### config.mk
export PLATFORM = sky130hd
export DESIGN_NAME = tbdt_ram
export DESIGN_NICKNAME = d
export VERILOG_FILES = /design/src/rtl/tile_binning_dirty_tracker_unit_assert.svh /design/src/rtl/tbdt_ram.sv
export SDC_FILE = /design/constraint.sdc
export NUM_CORES = 1
export LEC_CHECK = 0
export ABC_AREA = 1
export BUFFER_PORTS_ARGS = -buffer_cell sky130_fd_sc_hd__buf_4
export CAP_MARGIN = 25
export CORE_MARGIN = 10
export CORE_UTILIZATION = 43
export DETAILED_ROUTE_END_ITERATION = 7
export HOLD_SLACK_MARGIN = 0.05
export PLACE_DENSITY_LB_ADDON = 0.1
export SLEW_MARGIN = 20
export SYNTH_ARGS = -nofsm -noshare
export SYNTH_HDL_FRONTEND = slang
export SYNTH_SLANG_ARGS = --single-unit
### constraint.sdc
create_clock -name clock -period 0.9 [get_ports clock]
set_input_delay 0.045 -clock clock [delete_from_list [all_inputs] [get_ports clock]]
set_output_delay 0.045 -clock clock [all_outputs]
set_load 0.1 [all_outputs]
### src/rtl/tile_binning_dirty_tracker_unit_assert.svh
// assertion macros for the tile binning dirty tracker
`ifndef TILE_BINNING_DIRTY_TRACKER_UNIT_ASSERT_SVH
`define TILE_BINNING_DIRTY_TRACKER_UNIT_ASSERT_SVH

// same-cycle implication, sampled on clock, off during reset
`define TBDT_ASSERT_IMP(name, ante, cons, msg) \
   name: assert property (@(posedge clock) disable iff (reset) (ante) |-> (cons)) \
      else $error(msg);

// next-cycle implication, sampled on clock, off during reset
`define TBDT_ASSERT_NXT(name, ante, cons, msg) \
   name: assert property (@(posedge clock) disable iff (reset) (ante) |=> (cons)) \
      else $error(msg);

`endif

### src/rtl/tbdt_ram.sv
// generic simple dual-port ram with registered read
module tbdt_ram #(
   parameter int WIDTH = 8,
   parameter int DEPTH = 2
) (
   input  logic                                      clock,
   input  logic                                      we,
   input  logic [((DEPTH > 1) ? $clog2(DEPTH) : 1)-1:0] waddr,
   input  logic [WIDTH-1:0]                          wdata,
   input  logic [((DEPTH > 1) ? $clog2(DEPTH) : 1)-1:0] raddr,
   output logic [WIDTH-1:0]                          rdata
);
   logic [WIDTH-1:0] mem [DEPTH];

   always_ff @(posedge clock) begin
      if (we) begin
         mem[waddr] <= wdata;
      end
      rdata <= mem[raddr];
   end
endmodule

==> impl_metrics.toml <==
[yosys]
ys_seq_area_frac = 0.8421
synth_cells = 54
synth_top_area_cell = "edfxtp_1"
synthTopCellsByCount = "25 x nand2_1, 16 x edfxtp_1, 8 x dfxtp_1, 2 x inv_1"
synth_fa_ha_area_frac = 0
synth.distinct_cells = 7
synth_most_common_cell = "nand2_1"
synth_mux_area_frac = 0
avgSynthCellArea_um2 = 14.09
ys_ff_latch = 24
synth_xor_area_frac = 0
synthSimpleGateAreaFrac = 0.1283
synth_enable_flop_cells = 16
yosys_most_used_dff = "edfxtp_1"
synth-compound-area-share = 0
synth_area_leaders = "edfxtp_1 63%, dfxtp_1 21%, nand2_1 12%"
synth_area_um2 = 760.7
yosysWarnings = 0
synth_top_family_by_area = "simple AND/OR/NAND/NOR gates"
synth_nets = 66
synth.top_cell.area_share = 0.6316
ys_async_sr_fraction = 0

[floorplanning]
row_count = 15
die_area_um2 = 3851
start_util = 0.4454
ioPinCount = 20
fp.dieW_um = 62.06
die_h_um = 62.06
core_um2 = 1708

[drt]
wire_per_inst_um = 11.86
via_count = 456
vias_per_cell = 4.145
wirelength_um = 1305
first_pass_iters = 4
postRouteAntennaNets = 0
drtIter0Drc = 7
drc_errors = 0

[global_routing]
antenna_found_initial = 0
grt_pass1_wl_um = 2111
grt_overflow = 0
grt_max_degree = 13
grt_pass1_vias = 502
track_usage = 0.07712

[layout]
drive_gt1_frac = 0.3765
final_cells = 110
final_util = 0.6755
nets = 99
syn_to_final_growth_pct = 51.65
insertedDiodeCount = 0

[critical_path]
critical_path_buf_inv_count = 1
cp_slowest_stage_delay_ps = 360
worstRegToRegCells = 2
cp_num_cells = 1
worst_path_max_delay_cell = "dfxtp_2"
endpoint_kind = "output pin"
worstPathCellList = "buf_12"
cp_max_fo = 1
path_delay_family = "flip-flops"
cp-start-kind = "flip-flop"
cp.arrival_ps = 830
required_ps = 850
crit_type = "reg2out"

[timing]
period_minus_slack_ps = 875.8
fmax_ghz = 1.142
slew_headroom = 0.8022
final.setup.worst_slack_ps = 24.21
final-hold-violation-count = 0
finClkSkew_ps = 4.793
rsz0062_at_grt = "yes"
finalCritPeriodShare = 0.9731
setup_viol = 0
fin_tns_setup_ps = 0
worst_slew_pin_slew_ps = 296.3
slew_viol_final = 0

[job]
cap_violations = 0

[clock_tree]
cts_made_buffers = 3
cts_tree = "built"
cts_max_path_buffers = 2
clock_latency_ps = 300
clock-root-buffer = "clkbuf_4"
post_cts_buffers = 0
cts_sinks = 24
cts_max_level = 1
clk_pin_slew_ps = 110

[placement]
dp.cells = 98
gp_congestion = 0.6992
place_ws_ps = 149.7
numPortBuffers = 19
hpwl_um = 881.9

[min_path]
min_path_type = "in2reg"
hold_path_depth = 3

[power_and_ir_drop]
power.density_nw_per_um2 = 1936
ir_drop_mv = 1.236
p_leak_nw = 0.4934

[run_status]
status = "complete, no violations"
-- area by class of cell --
| type | count | area (µm²) |
|---|---|---|
| sequential | 24 | 650.6 |
| timing repair buffer | 29 | 340.3 |
| clock buffer | 3 | 22.52 |
| fill | 116 | 554.3 |
| inverter | 3 | 11.26 |
| multi-input combinational | 26 | 97.59 |
| tap | 25 | 31.28 |
-- layer usage --
metal  vias to the layer above  GRT usage  share of wire
met1                       199    0.07814           0.43
met2                        20     0.1316           0.48
met3                         0    0.04065          0.083
li1                        237          -              -
met5                         -          0              0
met4                         0    0.02866              0
-- sequential cells by signal, indices dropped and copies added, names as in the netlist --
signal	cells
mem	16
rdata	8
-- timing repair --
| item | CTS | global route |
|---|---|---|
| resized for setup | 19 | 5 |
| hold endpoints to repair | 24 | 0 |
| hold buffers | 9 | 0 |
| cloned | 0 | 0 |
| endpoints found under the setup margin | 8 | 8 |
-- cell usage in the layout, fill, tap and decap left out, drive strengths merged --
cell type	count
buf	20
clkbuf	3
dfxtp	8
dlygate4sd3	9
edfxtp	16
inv	3
nand2	25
nor2	1
-- stage by stage --
stage          hold slack [ps]  power (W)  cell area, µm²
2_1_floorplan            143.9   0.001598           770.7
6_report                 190.3   0.002234            1154
4_1_cts                  179.0   0.002239            1129
3_5_place_dp             233.3   0.001705           940.9
5_1_grt                  188.8   0.002334            1154
3_3_place_gp             230.6   0.001701           940.9
-- worst paths after layout --
kind / start / to / slack, ps
max: rdata[5] / rdata[5] / 20
min: waddr / mem[0][5] / 190
min reg2reg: mem[0][3] / rdata[3] / 450
max reg2reg: mem[1][1] / rdata[1] / 290
-- report_power, final --
group          switching [W]  internal (W)
clock               0.000272      0.000156
sequential         0.0000372       0.00127
combinational       0.000306      0.000195
total               0.000615       0.00162
-- logic make-up after synthesis --
family | count (synthesis)
AND/OR/NAND/NOR | 26
flip-flops | 24
buffers and inverters | 4
No activity file was read; power rests on OpenSTA's default activity.
